### src/design/mdb_pkg.sv
// Shared widths and constants for the modulated delay DC blocker.
package mdb_pkg;

	localparam int SMP_W   = 16;
	localparam int BASE_W  = 24;
	localparam int MOD_W   = 16;
	localparam int POLE_W  = 15;
	localparam int SUM_W   = 26;
	localparam int FRAC_W  = 8;
	localparam int WHOLE_W = 17;

	localparam logic [POLE_W-1:0] POLE_RST = 15'd32604;

	typedef logic signed [SMP_W-1:0] smp_t;

endpackage

### src/design/mdb_dcblk.sv
// DC blocker with pole register, saturation and output register.
module mdb_dcblk (
	input  logic                       clk,
	input  logic                       arst_n,
	input  logic                       up_valid,
	output logic                       up_ready,
	input  mdb_pkg::smp_t              up_x,
	input  logic                       cfg_valid,
	output logic                       cfg_ready,
	input  logic [mdb_pkg::POLE_W-1:0] cfg_pole,
	output logic                       dn_valid,
	input  logic                       dn_ready,
	output mdb_pkg::smp_t              dn_y
);

	logic                       live_q;
	logic [mdb_pkg::POLE_W-1:0] pole_q;
	mdb_pkg::smp_t              xp_q, yp_q, out_q;
	logic                       out_v_q;

	logic signed [31:0] prod, ps;
	logic signed [16:0] term;
	logic signed [18:0] y;
	mdb_pkg::smp_t      ysat;
	logic               go;

	assign up_ready  = !out_v_q || dn_ready;
	assign go        = up_valid && up_ready;
	assign cfg_ready = live_q;

	// pole * y_prev, rounded half up at bit 15
	assign prod = $signed({1'b0, pole_q}) * yp_q;
	assign ps   = prod + 32'sd16384;
	assign term = ps[31:15];
	assign y    = {{3{up_x[15]}}, up_x} - {{3{xp_q[15]}}, xp_q} + {{2{term[16]}}, term};

	always_comb begin
		if (y > 19'sd32767) ysat = 16'sh7FFF;
		else if (y < -19'sd32768) ysat = 16'sh8000;
		else ysat = y[15:0];
	end

	always_ff @(posedge clk or negedge arst_n) begin
		if (!arst_n) begin
			live_q  <= 1'b0;
			pole_q  <= mdb_pkg::POLE_RST;
			xp_q    <= '0;
			yp_q    <= '0;
			out_v_q <= 1'b0;
		end else begin
			live_q <= 1'b1;
			if (cfg_valid && cfg_ready) pole_q <= cfg_pole;
			if (up_ready) out_v_q <= up_valid;
			if (go) begin
				xp_q <= up_x;
				yp_q <= ysat;
			end
		end
	end

	always_ff @(posedge clk) begin
		if (go) out_q <= ysat;
	end

	assign dn_valid = out_v_q;
	assign dn_y     = out_q;

endmodule

### config.mk
export PLATFORM = sky130hd
export DESIGN_NAME = mdb_dcblk
export DESIGN_NICKNAME = d
export VERILOG_FILES = /design/src/design/mdb_pkg.sv /design/src/design/mdb_dcblk.sv
export SDC_FILE = /design/constraint.sdc
export NUM_CORES = 1
export LEC_CHECK = 0
export BUFFER_PORTS_ARGS = -buffer_cell sky130_fd_sc_hd__buf_2
export CAP_MARGIN = 10
export CELL_PAD_IN_SITES_DETAIL_PLACEMENT = 0
export CELL_PAD_IN_SITES_GLOBAL_PLACEMENT = 1
export CORE_MARGIN = 2
export CORE_UTILIZATION = 45
export DETAILED_ROUTE_END_ITERATION = 10
export GPL_TIMING_DRIVEN = 0
export PLACE_DENSITY = 0.86
export SYNTH_ARGS = -nofsm -noshare
export SYNTH_HDL_FRONTEND = slang
export SYNTH_SLANG_ARGS = --single-unit
### constraint.sdc
create_clock -name clk -period 19.8 [get_ports clk]
set_input_delay 4.95 -clock clk [delete_from_list [all_inputs] [get_ports clk]]
set_output_delay 4.95 -clock clk [all_outputs]
set_load 0.01 [all_outputs]
==> results.json, run 1 <==
{
  "crit_slowest_cell": "a2111oi_0",
  "hold_class": "reg2reg",
  "maxSlewViolCount": 0,
  "synth_edf_count": 16,
  "skew_ps": 12.5,
  "grt_pass1_wl_mm": 49.4,
  "synth_seq_cells": 65,
  "crit_start": "pole_q[10]",
  "vias": 8733,
  "crit_family": "adder cells",
  "tns_ps": 0,
  "cts_hold_buf": 0,
  "post_cts_resized": 0,
  "slew_headroom_pct": 3.60,
  "syn_inst": 1295,
  "post_cts_buffers": 0,
  "placement.io_buffers": 54,
  "gp_congestion": 0.937,
  "min_period_over_period_pct": 52.1,
  "core_mm2": 0.0260,
  "async_flop_share_pct": 75.4,
  "syn_to_final_growth_pct": 8.39,
  "clk_pin_slew_worst_paths_ps": 70,
  "synth_top_flop_cell": "dfrtp_1",
  "hp-start": "xp_q[8]",
  "insertion_delay_ps": 340,
  "initial_core_util_pct": 45.8,
  "worst-endpoint-arrival_ps": 10390,
  "rsz0062_at_grt": "false",
  "grt_pass1_vias": 9597,
  "layout-drive-gt1-share_pct": 9.52,
  "seq_area_frac_synth_pct": 14.5,
  "grt.overflow.total": 0,
  "grt_start_max_net_pins": 50,
  "critPathLaunchType": "flop",
  "grtUsageTotal_pct": 22.6,
  "synth_nets": 1662,
  "ant_nets": 0,
  "rr_startpoint": "pole_q[10]",
  "min_period_ps": 10320,
  "htreeDepth": 3,
  "finish.utilization_pct": 49.6,
  "antenna_found_initial": 0,
  "finalNetCount": 1728,
  "die_area_mm2": 0.0277,
  "path_class": "reg2reg",
  "regArea_mm2": 0.00172,
  "max-cap-violations": 0,
  "worst-path-max-fanout": 10,
  "cp_data_required_time_ps": 19870,
  "multi_input_area_mm2": 0.00893,
  "cts-root-buf": "clkbuf_16",
  "status": "complete, no violations",
  "max-clock-path-buffers": 2,
  "setup_viol_count_final": 0,
  "fillers": 2457,
  "drt-initial-drc-count": 372,
  "final_hold_viol_count": 0,
  "routedWlPerCell_um": 17.4,
  "syn-cell-area_mm2": 0.0119,
  "worst_pin_slew_ps": 1410,
  "yosysWarningCount": 0,
  "firstDrtPassIters": 5,
  "die_w_um": 167,
  "synth.distinct_cells": 57,
  "fmax_mhz": 96.9,
  "end_kind": "flop",
  "drt-total-wl_mm": 29.5,
  "cts_sinks": 65,
  "drc": 0,
  "cts_made_buffers": 9,
  "hpwl_mm": 24.6,
  "critPathMaxStageDelay_ps": 1280,
  "drt-vias-per-instance": 5.13,
  "num_antenna_cells": 0,
  "syn-mean-instance-area_um2": 9.18,
  "critPathMostFrequentCell": "fa_1",
  "critical_path_buf_inv_count": 5,
  "ios": 55,
  "rows": 59,
  "cts_tree": "done",
  "die_y_um": 167
}
-- layout make-up --
type | instances | area share, %
Buffer | 46 | 1.52
Clock inverter | 6 | 0.379
Timing Repair Buffer | 55 | 2.25
Multi-Input combinational cell | 907 | 69.3
Clock buffer | 10 | 1.85
Sequential cell | 65 | 13.3
Tap cell | 335 | 3.25
Inverter | 277 | 8.07
-- sequential cells by signal, indices dropped and copies added (netlist names) --
name,flops
cfg_ready,1
dn_valid,1
dn_y,16
pole_q,15
xp_q,16
yp_q,16
-- worst register-to-register path: cells and delay by family, from the launching register on --
kind / cells / cell delay, ps
buffers and inverters: 5 / 960
adders and majority gates: 9 / 4190
DFF: 1 / 700
xor gates and xnor gates: 2 / 600
AOI/OAI and AO/OA: 8 / 2920
and+or+nand+nor: 4 / 700
-- cells in the mapped netlist (6+ instances only) --
| library cell | instances | area, um^2 |
|---|---|---|
| nand4_1 | 8 | 50.1 |
| clkbuf_1 | 36 | 135 |
| a21oi_1 | 33 | 165 |
| nand2_1 | 173 | 649 |
| xnor2_1 | 15 | 131 |
| mux2_2 | 17 | 191 |
| a21o_1 | 9 | 67.6 |
| dfstp_2 | 11 | 289 |
| a211oi_1 | 8 | 60.1 |
| nand2b_1 | 14 | 87.6 |
| nor2_1 | 53 | 199 |
| and2_1 | 106 | 663 |
| nand3_1 | 6 | 30.0 |
| dfrtp_1 | 38 | 951 |
| xor2_1 | 14 | 123 |
| o21a_1 | 9 | 67.6 |
| nor2b_1 | 11 | 68.8 |
| fa_1 | 197 | 3940 |
| nor3_1 | 6 | 30.0 |
| o31ai_2 | 14 | 175 |
| inv_1 | 277 | 1040 |
| edfxtp_1 | 16 | 480 |
| o21ai_0 | 39 | 195 |
| ha_1 | 134 | 1680 |
-- worst paths after layout --
path / to / slack, ps / depth (start not counted)
worst min register to register: xp_q[8] / 510 / 2
max in group asynchronous: pole_q[3] / 14680 / 2
min in group asynchronous: xp_q[9] / 4520 / 1
worst max-delay path: dn_y[12] / 9480 / 28
worst max register to register: dn_y[12] / 9480 / 28
worst min-delay path: xp_q[8] / 510 / 2
-- cell usage in the layout, fill, tap and decap left out, drive strengths merged, types with 15 or more instances in the layout --
master | synthesis | final
and2 | 107 | 107
nand2 | 173 | 173
inv | 277 | 280
a21oi | 33 | 33
fa | 197 | 197
buf | 9 | 64
xnor2 | 15 | 15
ha | 134 | 134
o31ai | 17 | 17
dfrtp | 38 | 38
clkbuf | 37 | 47
edfxtp | 16 | 16
nor2 | 53 | 53
o21ai | 39 | 39
mux2 | 17 | 17
-- cells by family (layout without fill, tap and decap cells) --
group,after synthesis,after routing,share of synthesized area [%]
compound gates,137,137,8.13
other cells,1,1,0.0315
mux,17,17,1.61
xor+xnor,29,29,2.14
buf+inv,323,394,10.4
simple gates,392,392,16.0
flops,65,65,14.5
fa+ha+maj,331,331,47.3
-- per-layer routing --
layer | vias to the layer above | wire, um | global-route usage, %
li1 | 4120 | - | -
met1 | 4287 | 12100 | 28.5
met2 | 268 | 14300 | 38.1
met3 | 58 | 2220 | 6.06
met4 | 0 | 877 | 7.16
met5 | - | 0 | 0
-- metrics by stage --
step / worst slack, ps / std cells / hold WS [ps] / instance area (um^2)
4_1_cts: 9500 / 1700 / 517 / 12900
5_1_grt: 9150 / 1701 / 549 / 12900
6_report: 9480 / 1701 / 511 / 12900
3_3_place_gp: 9500 / 1684 / 496 / 12600
3_5_place_dp: 9500 / 1684 / 504 / 12600
2_1_floorplan: 9720 / 1295 / 484 / 11900
Power of run 1 is left out: the tool's default activity adds up to more than one toggle a clock period on the data nets, which glitch-free logic cannot reach.
==> inputs of run 2 (changes only) <==
--- a/config.mk
+++ b/config.mk
@@ -13,7 +13,7 @@
 export CORE_UTILIZATION = 45
 export DETAILED_ROUTE_END_ITERATION = 10
 export GPL_TIMING_DRIVEN = 0
-export PLACE_DENSITY = 0.86
+export PLACE_DENSITY = 0.89
 export SYNTH_ARGS = -nofsm -noshare
 export SYNTH_HDL_FRONTEND = slang
 export SYNTH_SLANG_ARGS = --single-unit
==> constraint.sdc (replaced) <==
create_clock -name clk -period 8.65 [get_ports clk]
set_input_delay 2.1625 -clock clk [delete_from_list [all_inputs] [get_ports clk]]
set_output_delay 2.1625 -clock clk [all_outputs]
set_load 0.01 [all_outputs]
==> run 2 against run 1 <==
Hold slack improved by 4.1 ps. Fmax grew 23%. Via count grew 3.8%. Routed wire length up 7.0%. Final cell count grew 2.3%. Largest cell class unchanged. Register-to-register slack worse by 9300 ps. Global-route usage rose by 0.63 points.
==> results.json, run 2 (synthesis results as in run 1) <==
{
  "status": "complete, no violations",
  "num_antenna_cells": 0,
  "grt.overflow.total": 0,
  "worst-endpoint-arrival_ps": 8640,
  "critPathLaunchType": "flop",
  "r2r-end": "yp_q[10]",
  "drt-total-wl_mm": 31.6,
  "core_mm2": 0.0260,
  "initial_core_util_pct": 45.8,
  "min_period_over_period_pct": 97.4,
  "worst_pin_slew_ps": 884,
  "hold_class": "reg2reg",
  "clk_pin_slew_worst_paths_ps": 60,
  "crit_slowest_cell": "dfstp_2",
  "layout-drive-gt1-share_pct": 21.0,
  "place_worst_setup_slack_ps": -1580,
  "maxSlewViolCount": 0,
  "worst-path-max-fanout": 8,
  "htreeDepth": 3,
  "critPathMaxStageDelay_ps": 660,
  "max-clock-path-buffers": 2,
  "die_area_mm2": 0.0277,
  "setup_viol_count_final": 0,
  "grtUsageTotal_pct": 23.3,
  "wl_met3_mm": 2.30,
  "drt-vias-per-instance": 5.21,
  "vias": 9065,
  "fmax_mhz": 119,
  "crit_family": "adder cells",
  "critPathMostFrequentCell": "fa_1",
  "critical_path_buf_inv_count": 9,
  "syn_to_final_growth_pct": 17.7,
  "ff2ff_setup_slack_ps": 230,
  "min_to": "xp_q[0]",
  "finalWorstSetupSlack_ps": 227,
  "layout_commonest_cell": "inv_1",
  "cp.depth": 32,
  "end_kind": "flop",
  "insertion_delay_ps": 330,
  "ios": 55,
  "slew_headroom_pct": 41.0,
  "top_layer": "met4",
  "path_class": "reg2reg",
  "finalNetCount": 1767,
  "drt-initial-drc-count": 510,
  "grt_pass1_wl_mm": 50.6,
  "hp-start": "xp_q[0]",
  "cts_tree": "done",
  "mostFrequentLayoutCells": "273 x inv_1, 194 x fa_1, 168 x nand2_1",
  "die_w_um": 167,
  "dr_wl_met2_mm": 15.3,
  "cp_data_required_time_ps": 8870,
  "hpwl_mm": 24.5,
  "cts_sinks": 65,
  "gp_congestion": 0.930,
  "rows": 59,
  "rr_startpoint": "pole_q[8]",
  "firstDrtPassIters": 7,
  "final_hold_viol_count": 0,
  "grt_start_max_net_pins": 50,
  "skew_ps": 11.1,
  "worst-r2r-cell-count": 32,
  "placement.io_buffers": 54,
  "holdPathStages": 1,
  "cts-root-buf": "clkbuf_16",
  "grt_pass1_vias": 9607,
  "die_y_um": 167,
  "min_period_ps": 8420,
  "wl_met1_mm": 12.4,
  "cts_made_buffers": 9,
  "max-cap-violations": 0,
  "antenna_found_initial": 0,
  "ant_nets": 0,
  "routedWlPerCell_um": 18.2,
  "drc": 0
}
run 2: worst max-delay path by stage:
stage / startpoint / endpoint / slack (ps)
after floorplan: pole_q[12] / yp_q[10] / 380
after global placement: pole_q[10] / dn_y[7] / -1430
after detailed placement: pole_q[10] / yp_q[10] / -1580
after CTS: pole_q[8] / yp_q[10] / 8
after global routing: yp_q[9] / yp_q[12] / -60
final: pole_q[8] / yp_q[10] / 230
run 2: timing repair:
action,in CTS,in global routing
pin swaps,12,48
setup buffers,19,21
cloned,1,0
hold buffers,0,0
gates resized for setup,105,127
endpoints found under the setup margin,32,31
run 2: layout make-up:
type,count,area (um^2)
Timing Repair Buffer,96,613
Buffer,44,404
Multi-Input combinational cell,907,9460
Sequential cell,65,1740
Fill cell,2345,12000
Clock buffer,12,289
Clock inverter,4,27.5
Inverter,277,1040
Tap cell,335,419
run 2: through the flow:
step	cell area, um^2	utilization, %	cells	hold WS, ps	setup TNS (ps)
after global routing	14000	53.8	1740	543	-364
after global placement	12600	48.4	1684	497	-40800
after detailed placement	12600	48.4	1684	508	-45440
final	14000	53.8	1740	515	0
after CTS	13400	51.6	1719	521	0
after floorplan	11900	-	1295	484	0
run 2: routing by layer:
layer,track usage (%),up-vias
met2,39.2,318
met3,4.68,79
met5,0,-
met4,10.5,0
li1,-,4208
met1,29.0,4460
Power of run 2 is left out for the same reason.
==> inputs of run 3 (changes only) <==
--- a/config.mk
+++ b/config.mk
@@ -14,6 +14,7 @@
 export DETAILED_ROUTE_END_ITERATION = 10
 export GPL_TIMING_DRIVEN = 0
 export PLACE_DENSITY = 0.89
+export RECOVER_POWER = 50
 export SYNTH_ARGS = -nofsm -noshare
 export SYNTH_HDL_FRONTEND = slang
 export SYNTH_SLANG_ARGS = --single-unit
==> run 3 against run 2 <==
The run now ends with max-capacitance violations, max-slew violations left. Sequential share of layout area barely moved. Register-to-register slack barely moved. Fmax barely moved. Final cell count rose by 0.11%. Clock skew fell by 0.74 ps. Non-clock buffer count did not move. Count of clock-buffer cells in the layout did not move. Hold slack got worse by 2.8 ps. Largest cell class unchanged.
==> results.json, run 3 (synthesis results as in run 1) <==
{
  "status": "finished with violations",
  "violations": "max-capacitance violations, max-slew violations",
  "die_y_um": 167,
  "grt_start_max_net_pins": 50,
  "rows": 59,
  "finalNetCount": 1767,
  "layout_commonest_cell": "inv_1",
  "grt_pass1_vias": 9607,
  "placement.io_buffers": 54,
  "regArea_mm2": 0.00174,
  "vias": 9100,
  "critPathMaxStageDelay_ps": 530,
  "clk_pin_slew_worst_paths_ps": 60,
  "drt-vias-per-instance": 5.22,
  "min_period_ps": 8430,
  "maxSlewViolCount": 38,
  "layout-drive-gt1-share_pct": 19.6,
  "cp_data_required_time_ps": 8870,
  "globalRouteMet2Util_pct": 39.2,
  "skew_ps": 10.4,
  "slew_headroom_pct": -35.2,
  "max-clock-path-buffers": 2,
  "htreeDepth": 3,
  "critPathLaunchType": "flop",
  "drc": 0,
  "routedWlPerCell_um": 18.2,
  "crit_family": "adder cells",
  "die_w_um": 167,
  "drt-initial-drc-count": 509,
  "worst_pin_slew_ps": 2030,
  "hold_class": "reg2reg",
  "insertion_delay_ps": 340,
  "cts_tree": "done",
  "mostFrequentLayoutCells": "273 x inv_1, 194 x fa_1, 168 x nand2_1",
  "grtUsageTotal_pct": 23.3,
  "drt-total-wl_mm": 31.6,
  "grt_pass1_wl_mm": 50.6,
  "core_mm2": 0.0260,
  "fmax_mhz": 119,
  "fillers": 2358,
  "end_kind": "flop",
  "die_area_mm2": 0.0277,
  "min_period_over_period_pct": 97.5,
  "worst-endpoint-arrival_ps": 8660,
  "cts_made_buffers": 9,
  "ios": 55,
  "tns_ps": 0,
  "path_class": "reg2reg",
  "gp_congestion": 0.930,
  "firstDrtPassIters": 6,
  "grt.overflow.total": 0,
  "final_hold_viol_count": 0,
  "syn_to_final_growth_pct": 17.4,
  "cts-root-buf": "clkbuf_16",
  "max-cap-violations": 1,
  "cts_sinks": 65,
  "grt-busiest-layer": "met2",
  "ant_nets": 0,
  "cts_hold_buf": 0,
  "initial_core_util_pct": 45.8,
  "grtUsageMet3_pct": 4.68,
  "critical_path_buf_inv_count": 9,
  "met1_usage_pct": 29.0,
  "hpwl_mm": 24.5,
  "critPathMostFrequentCell": "fa_1",
  "multi_input_area_mm2": 0.00946,
  "setup_viol_count_final": 0,
  "worst-path-max-fanout": 10,
  "antenna_found_initial": 0,
  "crit_slowest_cell": "fa_1"
}
-- run 3: routing by layer --
| layer | up-vias | share of wire [%] |
|---|---|---|
| met5 | - | 0 |
| li1 | 4209 | - |
| met4 | 0 | 5.1 |
| met1 | 4481 | 39 |
| met2 | 323 | 49 |
| met3 | 87 | 7.2 |
-- run 3: final timing paths --
| check | slack (ps) | depth (start not counted) | endpoint | from |
|---|---|---|---|---|
| max in group asynchronous | 4220 | 2 | pole_q[5] | arst_n |
| min in group asynchronous | 1900 | 1 | xp_q[14] | arst_n |
| max reg2reg | 220 | 35 | yp_q[10] | yp_q[8] |
| max | 220 | 35 | yp_q[10] | yp_q[8] |
| min reg2reg | 510 | 2 | xp_q[5] | xp_q[5] |
| min | 510 | 2 | xp_q[5] | xp_q[5] |
-- run 3: area by class of cell --
cell class	instances	area share [%]
diodes	2	0.0359
plain buffers	44	2.90
clock buffers	12	2.07
clock inverters	4	0.197
inverters	277	7.45
multi-input cells	907	67.8
flip-flops and latches	65	12.5
well taps	335	3.00
repair buffers	96	4.11
-- run 3: worst reg2reg max path: cells and delay by family, from the launching register on --
kind | cells | cell delay [ps]
buffers and inverters | 9 | 910
AOI/OAI and AO/OA | 10 | 1750
xor gates and xnor gates | 1 | 140
DFF | 1 | 440
and+or+nand+nor | 6 | 990
adders and majority gates | 9 | 4080
-- run 3: per-stage QoR --
| step | hold WS, ps | cells | instance area, um^2 | utilization, % | setup WS [ps] |
|---|---|---|---|---|---|
| 2_1_floorplan | 484 | 1295 | 11900 | - | 384 |
| 3_3_place_gp | 497 | 1684 | 12600 | 48.4 | -1430 |
| 3_5_place_dp | 508 | 1684 | 12600 | 48.4 | -1580 |
| 4_1_cts | 521 | 1719 | 13400 | 51.6 | 7.78 |
| 5_1_grt | 543 | 1740 | 14000 | 53.7 | -63.5 |
| 6_report | 512 | 1742 | 14000 | 53.7 | 219 |
-- run 3: what timing repair did --
action / CTS / global route
setup endpoints to repair: 32 / 31
resized for setup: 105 / 127
cloned: 1 / 0
pin swaps: 12 / 48
buffers inserted: 19 / 21
Power of run 3 is left out for the same reason.
