### src/design/mdb_pkg.sv
// Shared widths and constants for the modulated delay DC blocker.
package mdb_pkg;

	localparam int SMP_W   = 16;
	localparam int BASE_W  = 24;
	localparam int MOD_W   = 16;
	localparam int POLE_W  = 15;
	localparam int SUM_W   = 26;
	localparam int FRAC_W  = 8;
	localparam int WHOLE_W = 17;

	localparam logic [POLE_W-1:0] POLE_RST = 15'd32604;

	typedef logic signed [SMP_W-1:0] smp_t;

endpackage

### src/design/mdb_addr.sv
// Delay address pipeline: whole delay, reduction modulo DEPTH, read offset.
module mdb_addr #(
	parameter int DEPTH = 65536
) (
	input  logic                       clk,
	input  logic                       arst_n,
	input  logic                       up_valid,
	output logic                       up_ready,
	input  mdb_pkg::smp_t              up_smp,
	input  logic [mdb_pkg::BASE_W-1:0] up_base,
	input  logic signed [mdb_pkg::MOD_W-1:0] up_mod,
	output logic                       dn_valid,
	input  logic                       dn_ready,
	output mdb_pkg::smp_t              dn_smp,
	output logic [$clog2(DEPTH)-1:0]   dn_dm
);

	localparam int AW   = $clog2(DEPTH);
	localparam int WN   = mdb_pkg::WHOLE_W;
	localparam int KSH  = WN + AW;
	localparam int RW   = WN + 1;
	localparam int PW   = WN + RW;
	localparam int QW   = WN + AW + 1;
	localparam longint unsigned RECIP = (64'd1 << KSH) / 64'(DEPTH);
	localparam logic [AW:0] DEP1 = (AW + 1)'(DEPTH);

	logic live_q;
	logic v_s1, v_s2, v_s3, v_s4;
	logic en1, en2, en3, en4;

	logic [WN-1:0] whole_s1, whole_s2;
	logic          neg_s1, neg_s2, neg_s3;
	mdb_pkg::smp_t smp_s1, smp_s2, smp_s3, smp_s4;
	logic [WN-1:0] q_s2;
	logic [AW:0]   rr_s3;
	logic [AW-1:0] dm_s4;

	logic signed [mdb_pkg::SUM_W-1:0] sum;
	logic [mdb_pkg::SUM_W-1:0]        mag;
	logic [PW-1:0] qprod, qsh;
	logic [QW-1:0] qd, diff;
	logic [AW:0]   rfix, dmw;

	assign en4 = !v_s4 || dn_ready;
	assign en3 = !v_s3 || en4;
	assign en2 = !v_s2 || en3;
	assign en1 = !v_s1 || en2;
	assign up_ready = en1 && live_q;

	// summed delay, magnitude truncated toward zero
	assign sum = $signed({2'b00, up_base})
		+ {{(mdb_pkg::SUM_W - mdb_pkg::MOD_W){up_mod[mdb_pkg::MOD_W-1]}}, up_mod};
	assign mag = sum[mdb_pkg::SUM_W-1] ? mdb_pkg::SUM_W'(-sum) : mdb_pkg::SUM_W'(sum);

	// quotient by reciprocal, may fall one short
	assign qprod = PW'(whole_s1) * PW'(RECIP);
	assign qsh   = qprod >> KSH;

	assign qd   = QW'(q_s2) * QW'(DEPTH);
	assign diff = QW'(whole_s2) - qd;

	assign rfix = (rr_s3 >= DEP1) ? rr_s3 - DEP1 : rr_s3;
	assign dmw  = (neg_s3 && rfix != '0) ? DEP1 - rfix : rfix;

	always_ff @(posedge clk or negedge arst_n) begin
		if (!arst_n) begin
			live_q <= 1'b0;
			v_s1   <= 1'b0;
			v_s2   <= 1'b0;
			v_s3   <= 1'b0;
			v_s4   <= 1'b0;
		end else begin
			live_q <= 1'b1;
			if (en1) v_s1 <= up_valid && up_ready;
			if (en2) v_s2 <= v_s1;
			if (en3) v_s3 <= v_s2;
			if (en4) v_s4 <= v_s3;
		end
	end

	always_ff @(posedge clk) begin
		if (en1) begin
			whole_s1 <= mag[mdb_pkg::FRAC_W +: WN];
			neg_s1   <= sum[mdb_pkg::SUM_W-1];
			smp_s1   <= up_smp;
		end
		if (en2) begin
			whole_s2 <= whole_s1;
			neg_s2   <= neg_s1;
			smp_s2   <= smp_s1;
			q_s2     <= qsh[WN-1:0];
		end
		if (en3) begin
			neg_s3 <= neg_s2;
			smp_s3 <= smp_s2;
			rr_s3  <= diff[AW:0];
		end
		if (en4) begin
			smp_s4 <= smp_s3;
			dm_s4  <= dmw[AW-1:0];
		end
	end

	assign dn_valid = v_s4;
	assign dn_smp   = smp_s4;
	assign dn_dm    = dm_s4;

endmodule

### config.mk
export PLATFORM = sky130hd
export DESIGN_NAME = mdb_addr
export DESIGN_NICKNAME = d
export VERILOG_FILES = /design/src/design/mdb_pkg.sv /design/src/design/mdb_addr.sv
export SDC_FILE = /design/constraint.sdc
export NUM_CORES = 1
export LEC_CHECK = 0
export BUFFER_PORTS_ARGS = -buffer_cell sky130_fd_sc_hd__buf_2
export CAP_MARGIN = 5
export CORE_ASPECT_RATIO = 1.25
export CORE_MARGIN = 1
export CORE_UTILIZATION = 59
export CTS_BUF_LIST = sky130_fd_sc_hd__clkbuf_8
export DETAILED_ROUTE_END_ITERATION = 10
export PLACE_DENSITY = 0.82
export SLEW_MARGIN = 10
export SYNTH_ARGS = -nofsm -noshare
export SYNTH_HDL_FRONTEND = slang
export SYNTH_SLANG_ARGS = --single-unit
### constraint.sdc
create_clock -name clk -period 3.9 [get_ports clk]
set_clock_uncertainty 0.2 [all_clocks]
set_input_delay 0.78 -clock clk [delete_from_list [all_inputs] [get_ports clk]]
set_output_delay 0.78 -clock clk [all_outputs]
set_load 0.02 [all_outputs]
==> metrics, run 1 <==
status=finished clean; Worst Hold Path EP=smp_s3[5]; setup violation total in the final timing report=0; Rel. slew slack=21.14%; GRT Residual Overflow=0; Least-Margin Pin Slew=1.168 ns; initial antenna violation count=0; vias in the first global route=4045; largest family of logic cells by synthesized area=compound AO/OA/AOI/OAI gates; CP arrival=3.71 ns; Rows=41; asr flop ratio synth=3.676%; critical path type=input port to flop; syn_area_per_cell=13.76 sq um; most common cell in the synthesized netlist=edfxtp_1; CORE AREA=0.01026 sq mm; Fin Hold WS=0.2077 ns; largest net degree at the start of global routing=35; Critical Path RT=3.88 ns; post-place setup slack=-0.2716 ns; Cell Pwr Density=549.8 mW/mm^2; HPWL after DPL=8010 um; Primary FF master, synth=edfxtp_1; leakage power=3.046 nW; share of cells above drive strength 1=29.62%; vias per inst=5.682; buffers added on ports=93; Root Driver=clkbuf_8; Post-synth top cells=edfxtp_1 (131), nand2_1 (34), nor2_1 (28); Reg2Reg Depth=7; Critical R2R Launch=rr_s3[1]; antenna cells=0; CTS H-Tree Depth=4; Die H=117.5 um; r2r setup slk=0.81 ns; Hold Vio Cnt, Final=0; synth top area cells=edfxtp_1 (62%), ha_1 (5.2%), xnor2_1 (3.6%), nand2_1 (2.0%), dfrtp_1 (2.0%); Die Area=0.01110 sq mm; # nets final=685; multiplexer share of the synthesized area=0.3177%; post-synthesis sequential area ratio=64.42%; Post-DP Area=0.007126 sq mm; area leader, netlist=edfxtp_1; synth warn=0; 1st-pass router iterations=4; PostCTS Resize Cnt=0; Syn Inst Count=458; XOR/XNOR Fraction of Synth Area=5.560%; period utilization=95.66%; Synth Area in Compound Gates=11.58%; Pins Over Slew Limit=0; maximum clock insertion buffer count=2; Post-synth EDFFs=131; Final Util=73.54%; GRT Total Usage=21.89%; hold path cells=0; Die X=94.43 um; Simple-Gate Fraction of Synth Area=10.19%; Num CTS Buffers=17; Sink Count=136; # DRC=0; DRT iter0 DRCs=166; CTS tree=built; DR vias=4205; Area growth, synth to finish=19.74%; count of different cell masters after synthesis=72; io pins=94; Syn Nets=545; setup ws final=0.1692 ns; Avg WL per Cell=15.34 um; #FFs+latches synth=136; Worst VDD drop=0.3251 mV; top cell type's share of synthesized area=62.43%; Mapped Area=0.006301 sq mm; clock period minus worst slack=3.731 ns; Worst Setup End Kind=flop; Fmax=268.0 MHz; Adder-Cell Fraction of Synth Area=5.481%; Hold WC Path Type=flop to flop; Worst R2R End=dn_dm[9]; Initial Util=61.41%; Hold Crit Start=smp_s2[5]; Total Wirelength=11350 um; post-route ant nets=0; Clock Latency Late Sink=0.44 ns; critical-path maximum fanout=4; first-pass GRT wire length=18460 um; CTS clk-pin slew, worst paths=0.08 ns; total of max-cap violations=0; Finished Cell Area=0.007545 sq mm; Routability Congestion=0.8817; Startpoint Class=input port; RSZ-0062 raised after global routing=no
## per-layer routing
| metal | wire, um | GRT usage [%] | up-vias | part of all wire (%) |
|---|---|---|---|---|
| met5 | 0 | 0 | - | 0 |
| met4 | 174 | 8.654 | 0 | 1.5 |
| met3 | 465 | 5.943 | 16 | 4.1 |
| met2 | 6327 | 39.18 | 144 | 56 |
| met1 | 4386 | 24.01 | 1998 | 39 |
| li1 | - | - | 2047 | - |
## state kept, by name (all words and copies together) (netlist names), 16 cells and up
register  count
smp_s1       16
smp_s2       16
whole_s2     16
whole_s1     16
dn_smp       16
rr_s3        16
dn_dm        16
smp_s3       16
## worst max-delay path, cell delays in order
cell	delay, ns
buf_2	0.10
ha_1	0.22
fa_1	0.43
a21oi_1	0.20
nor2b_1	0.09
or4b_1	0.46
a311o_1	0.41
or3_1	0.42
nor3_2	0.29
a31oi_1	0.16
xnor2_1	0.15
## cells by family (layout without fill, tap and decap cells)
group | Yosys count | after routing
flops | 136 | 136
simple gates | 121 | 121
compound gates | 104 | 104
xor+xnor | 40 | 40
fa+ha+maj | 27 | 27
buf+inv | 27 | 180
mux | 2 | 2
other cells | 1 | 1
## how the worst max path moves through the flow
stage,start,to,slack [ns]
finish,up_base[0],whole_s1[7],0.17
floorplan,up_base[0],whole_s1[7],0.02
global placement,up_base[0],whole_s1[7],-0.14
CTS,up_base[0],whole_s1[7],0.21
global route,up_base[0],whole_s1[15],0.02
detailed placement,up_base[0],whole_s1[7],-0.27
## per-stage QoR
stage | power, mW | cells | setup TNS (ns)
after floorplan | 2.694 | 458 | 0
after global placement | 2.928 | 707 | -0.9084
after detailed placement | 2.994 | 707 | -2.099
after CTS | 4.181 | 740 | 0
after global routing | 4.333 | 740 | 0
final | 4.148 | 740 | 0
## report_power, final
| group | total [mW] | switching (mW) | internal [mW] |
|---|---|---|---|
| registers | 2.15 | 0.139 | 2.01 |
| clock network | 1.16 | 0.530 | 0.634 |
| logic | 0.835 | 0.488 | 0.347 |
| total | 4.15 | 1.16 | 2.99 |
## repair_timing
| item | in CTS | in global routing |
|---|---|---|
| hold endpoints to repair | 5 | 0 |
| setup buffers | 0 | 0 |
| hold buffers | 1 | 0 |
## cells in the final DEF, fill, tap and decap left out, types with 3 or more instances in the layout
cell type / synthesis / layout
inv_6: 0 / 4
nor2b_1: 6 / 6
o21ai_1: 5 / 5
clkbuf_8: 0 / 17
or3_1: 5 / 5
nor2_1: 28 / 28
a21oi_1: 24 / 24
edfxtp_1: 131 / 131
o41ai_1: 3 / 3
nand3_1: 12 / 12
a21o_1: 3 / 3
a31oi_1: 7 / 7
bufinv_16: 0 / 3
xnor2_1: 26 / 26
xor2_1: 14 / 14
o21ai_0: 17 / 17
or2_2: 3 / 3
ha_1: 26 / 26
buf_2: 0 / 93
inv_1: 17 / 17
o31ai_1: 6 / 6
nand4_1: 3 / 3
a21oi_2: 3 / 3
buf_4: 1 / 36
nand2b_1: 6 / 6
nand2_1: 34 / 34
dfrtp_1: 5 / 5
nor3_1: 8 / 7
## final cells by class
type,count,area (sq um)
flip-flops and latches,136,4059
fillers,661,2715
multi-input cells,295,2102
repair buffers,130,745.7
clock buffers,17,234.0
clock inverters,15,175.2
well taps,129,161.4
inverters,18,67.56
Note: power is estimated with default switching activity, not from simulation.
==> inputs of run 2 (changes only) <==
==> constraint.sdc (replaced) <==
create_clock -name clk -period 4.1 [get_ports clk]
set_clock_uncertainty 0.2 [all_clocks]
set_input_delay 0.82 -clock clk [delete_from_list [all_inputs] [get_ports clk]]
set_output_delay 0.82 -clock clk [all_outputs]
set_load 0.02 [all_outputs]
==> run 2 against run 1 <==
Critical path depth is 1 higher. Clock-buffer cell count unchanged. Utilization is 0.68 points lower. Die area is the same. Worst hold slack better by 0.0036 ns. Power shrank 6.4%. Cell count decreased by 0.81%. Global-route usage fell by 0.65 points. Non-clock buffer count decreased by 6. Clock power is 8% lower. Combinational power decreased by 7.3%. Critical path type unchanged.
==> metrics, run 2 (synthesized netlist as in run 1, its figures left out) <==
status=finished clean; combinational power share=19.9%; Pins Over Slew Limit=0; Fin Hold WS=0.2113 ns; CTS H-Tree Depth=4; Total Wirelength=11090 um; largest net degree at the start of global routing=35; 1st-pass router iterations=5; critical path type=input port to flop; period utilization=94.71%; total of max-cap violations=0; CP arrival=3.85 ns; Seq pwr share=52.6%; io pins=94; Final Power=3.885 mW; DR vias=4124; Rel. slew slack=29.34%; placed cell count=701; first-pass GRT wire length=17790 um; Area growth, synth to finish=18.63%; vias per inst=5.619; initial antenna violation count=0; Worst VDD drop=0.1936 mV; Avg WL per Cell=15.11 um; # DRC=0; buffers added on ports=93; post-place setup slack=-0.2052 ns; post-route ant nets=0; Initial Util=61.41%; # nets final=679; clock network fraction of total power=27.5%; Setup crit start=up_base[0]; CTS clk-pin slew, worst paths=0.08 ns; Die H=117.5 um; commonest non-fill, non-tap cell in the layout=edfxtp_1; HPWL after DPL=8118 um; sw frac=27.43%; Clock Latency Late Sink=0.43 ns; Hold WC Path Type=flop to flop; Die Area=0.01110 sq mm; Root Driver=clkbuf_8; Num CTS Buffers=17; Hold Crit Start=smp_s1[7]; Startpoint Class=input port; Finished Cell Area=0.007475 sq mm; net switching power=1.066 mW; Worst Setup End Kind=flop; GRT Total Usage=21.24%; CORE AREA=0.01026 sq mm; Sink Count=136; Post-DP Area=0.007069 sq mm; antenna cells=0; Cell Pwr Density=519.7 mW/mm^2; clock period minus worst slack=3.883 ns; Seq. cell area=0.004059 sq mm; GRT Residual Overflow=0; Least-Margin Pin Slew=1.053 ns; Routability Congestion=0.8491; critical-path maximum fanout=4; fillcell total=685; share of cells above drive strength 1=28.43%; RSZ-0062 raised after global routing=no; CTS tree=built; leakage power=3.006 nW; Critical R2R Launch=rr_s3[1]; setup ws final=0.2170 ns; setup violation total in the final timing report=0; Hold Vio Cnt, Final=0; PostCTS Resize Cnt=0; Fmax=257.5 MHz; Die X=94.43 um; Int Power=2.819 mW; Rows=41; DRT iter0 DRCs=200; Critical Path RT=4.07 ns; most frequent cells in the layout=edfxtp_1 (131), buf_2 (93), nand2_1 (34); multi-input gate area in the final layout=0.002091 sq mm; vias in the first global route=3953; maximum clock insertion buffer count=2; r2r setup slk=1.13 ns; Final Non-Filler Cells=734
==> run 2: power by group through the flow <==
| stage | Sequential (mW) | Combinational (mW) | Clock [mW] |
|---|---|---|---|
| finish | 2.04 | 0.774 | 1.07 |
| global route | 2.07 | 0.848 | 1.15 |
| CTS | 2.05 | 0.778 | 1.09 |
| detailed placement | 2.07 | 0.767 | 0 |
| global placement | 2.04 | 0.735 | 0 |
| floorplan | 2.15 | 0.414 | 0 |
==> run 2: through the flow <==
step | util, % | setup TNS, ns
final | 72.85 | 0
after detailed placement | 68.90 | -0.9148
after floorplan | - | 0
after CTS | 72.85 | 0
after global routing | 72.85 | 0
after global placement | 68.90 | -0.1817
==> run 2: timing repair <==
action,4_1_cts,5_1_grt
buffers inserted,0,0
hold buffers,1,0
hold endpoints to repair,5,0
==> run 2: cell type report <==
type	count	area share [%]
clock inverters	15	2.159
inverters	18	0.9039
flip-flops and latches	136	54.30
repair buffers	124	9.374
multi-input cells	295	27.97
well taps	129	2.159
clock buffers	17	3.130
==> run 2: final timing paths <==
path | endpoint | cells after the start
worst max register to register | dn_dm[9] | 7
max in group asynchronous | v_s1 | 2
worst min-delay path | smp_s2[7] | 0
worst max-delay path | whole_s1[15] | 12
min in group asynchronous | v_s3 | 2
worst min register to register | smp_s2[7] | 0
==> run 2: layer usage <==
layer | part of all wire, % | GRT usage (%) | wire [um]
met5 | 0 | 0 | 0
met4 | 2.8 | 9.135 | 306
met3 | 4.7 | 6.718 | 516
met2 | 54 | 37.18 | 6025
met1 | 38 | 23.11 | 4243
==> run 2: worst max-delay path, cell delays in order <==
cell and delay (ns):
buf_2 0.10, ha_1 0.21, fa_1 0.42, a21oi_1 0.22, nor2b_1 0.08, or4b_1 0.47, a311o_1 0.42, nor4_4 0.23
nand4b_4 0.15, nor4_4 0.35, a41oi_1 0.20, xnor2_1 0.17
==> inputs of run 3 (changes only) <==
==> constraint.sdc (replaced) <==
create_clock -name clk -period 4 [get_ports clk]
set_clock_uncertainty 0.2 [all_clocks]
set_input_delay 0.8 -clock clk [delete_from_list [all_inputs] [get_ports clk]]
set_output_delay 0.8 -clock clk [all_outputs]
set_load 0.02 [all_outputs]
==> run 3 against run 2 <==
Flip-flop and latch count did not move. Register-to-register slack worse by 0.18 ns. Clock power up 5%. Cell count grew 0.54%. Largest cell class unchanged.
==> metrics, run 3 (synthesized netlist as in run 1, its figures left out) <==
clock period minus worst slack=3.830 ns; Die H=117.5 um; Total Wirelength=10920 um; Worst Hold Path EP=rr_s3[14]; Cell Pwr Density=531.6 mW/mm^2; Root Driver=clkbuf_8; most frequent cells in the layout=edfxtp_1 (131), buf_2 (93), nand2_1 (34); CP arrival=3.79 ns; Hold Vio Cnt, Final=0; vias per inst=5.633; sw frac=27.43%; GRT Total Usage=20.48%; hold path cells=0; Int Power=2.907 mW; post-route ant nets=0; setup ws final=0.1702 ns; Sink Count=136; initial antenna violation count=2; Critical Path RT=3.96 ns; Avg WL per Cell=14.80 um; status=finished clean; CTS tree=built; Fin Hold WS=0.2052 ns; CORE AREA=0.01026 sq mm; commonest non-fill, non-tap cell in the layout=edfxtp_1; Worst Setup End Kind=flop; setup TNS=0 ns; Die Area=0.01110 sq mm; Num CTS Buffers=17; vias in the first global route=4028; Rel. slew slack=21.38%; critical path type=input port to flop; Fmax=261.1 MHz; Worst R2R End=dn_dm[11]; period utilization=95.74%; CTS clk-pin slew, worst paths=0.09 ns; Initial Util=61.41%; DRT iter0 DRCs=218; total of max-cap violations=0; # nets final=682; Hold Crit Start=whole_s2[14]; post-place setup slack=-0.2590 ns; Least-Margin Pin Slew=1.164 ns; RSZ-0062 raised after global routing=no; Area growth, synth to finish=19.58%; clock network fraction of total power=28.1%; Pins Over Slew Limit=0; GRT Residual Overflow=0; Hold WC Path Type=flop to flop; buffers added on ports=93; setup violation total in the final timing report=0; largest net degree at the start of global routing=35; Post-CTS Repair Setup Buffers=0; Die X=94.43 um; Clock Latency Late Sink=0.43 ns; PostCTS Resize Cnt=0; Rows=41; leakage power=3.020 nW; io pins=94; HPWL after DPL=8049 um; Final Power=4.006 mW; # DRC=0; 1st-pass router iterations=5; Worst VDD drop=0.3215 mV; net switching power=1.099 mW; Routability Congestion=0.8928; critical-path maximum fanout=4; Reg2Reg Depth=7; CTS H-Tree Depth=4; Startpoint Class=input port; first-pass GRT wire length=17510 um; Critical R2R Launch=rr_s3[1]; Seq pwr share=52.2%; share of cells above drive strength 1=29.11%; maximum clock insertion buffer count=2; combinational power share=19.8%; r2r setup slk=0.95 ns; DR vias=4157
==> run 3: cell types whose count changed in the layout (fill, tap and decap cells not counted), sizes merged <==
cell and change:
clkinv -6, clkinvlp +3, diode +1, buf +3
inv +3
==> run 3: power by group through the flow <==
stage                     Clock, mW  Sequential (mW)  Combinational, mW
after detailed placement          0             2.12              0.790
after CTS                      1.14             2.09              0.795
after global placement            0             2.08              0.762
final                          1.12             2.09              0.792
after global routing           1.19             2.12              0.869
after floorplan                   0             2.20              0.425
==> run 3: timing repair <==
| item | CTS | global route |
|---|---|---|
| hold buffers | 1 | 0 |
| setup endpoints to repair | 0 | 0 |
| hold endpoints to repair | 5 | 0 |
==> run 3: worst max-delay path, stage by stage <==
cell and delay (ns):
buf_2 0.10, ha_1 0.21, fa_1 0.42, a21oi_1 0.21
nor2b_1 0.09, or4b_1 0.46, a311o_1 0.41, nor4_4 0.22
nand4b_4 0.16, nor4_4 0.36, a41oi_1 0.18, xnor2_1 0.15
==> run 3: worst max path at each step <==
stage / startpoint / endpoint / slack [ns] / depth (start not counted)
3_3_place_gp: up_base[0] / whole_s1[15] / -0.16 / 12
4_1_cts: up_base[0] / whole_s1[15] / 0.20 / 12
3_5_place_dp: up_base[0] / whole_s1[15] / -0.26 / 12
5_1_grt: up_base[0] / whole_s1[15] / 0.04 / 12
2_1_floorplan: up_base[0] / whole_s1[7] / 0.02 / 10
6_report: up_base[0] / whole_s1[15] / 0.17 / 12
==> run 3: layout make-up <==
class,count,area (sq um)
diodes,1,2.502
clock buffers,17,234.0
clock inverters,15,177.7
fillers,674,2725
inverters,18,67.56
multi-input cells,295,2097
flip-flops and latches,136,4059
well taps,129,161.4
repair buffers,127,735.7
==> run 3: per-stage QoR <==
| stage | utilization (%) | std cells | instance area, sq um |
|---|---|---|---|
| 6_report | 73.44 | 738 | 7535 |
| 5_1_grt | 73.44 | 738 | 7535 |
| 4_1_cts | 73.41 | 737 | 7532 |
| 3_5_place_dp | 69.30 | 704 | 7111 |
| 3_3_place_gp | 69.30 | 704 | 7111 |
| 2_1_floorplan | - | 458 | 6307 |
==> run 3: routing by layer <==
layer / vias to the layer above / share of wire (%) / track usage, %
met2: 136 / 55 / 36.59
li1: 2035 / - / -
met3: 26 / 4.3 / 4.845
met1: 1958 / 38 / 21.50
met5: - / 0.12 / 0
met4: 2 / 2.6 / 11.35
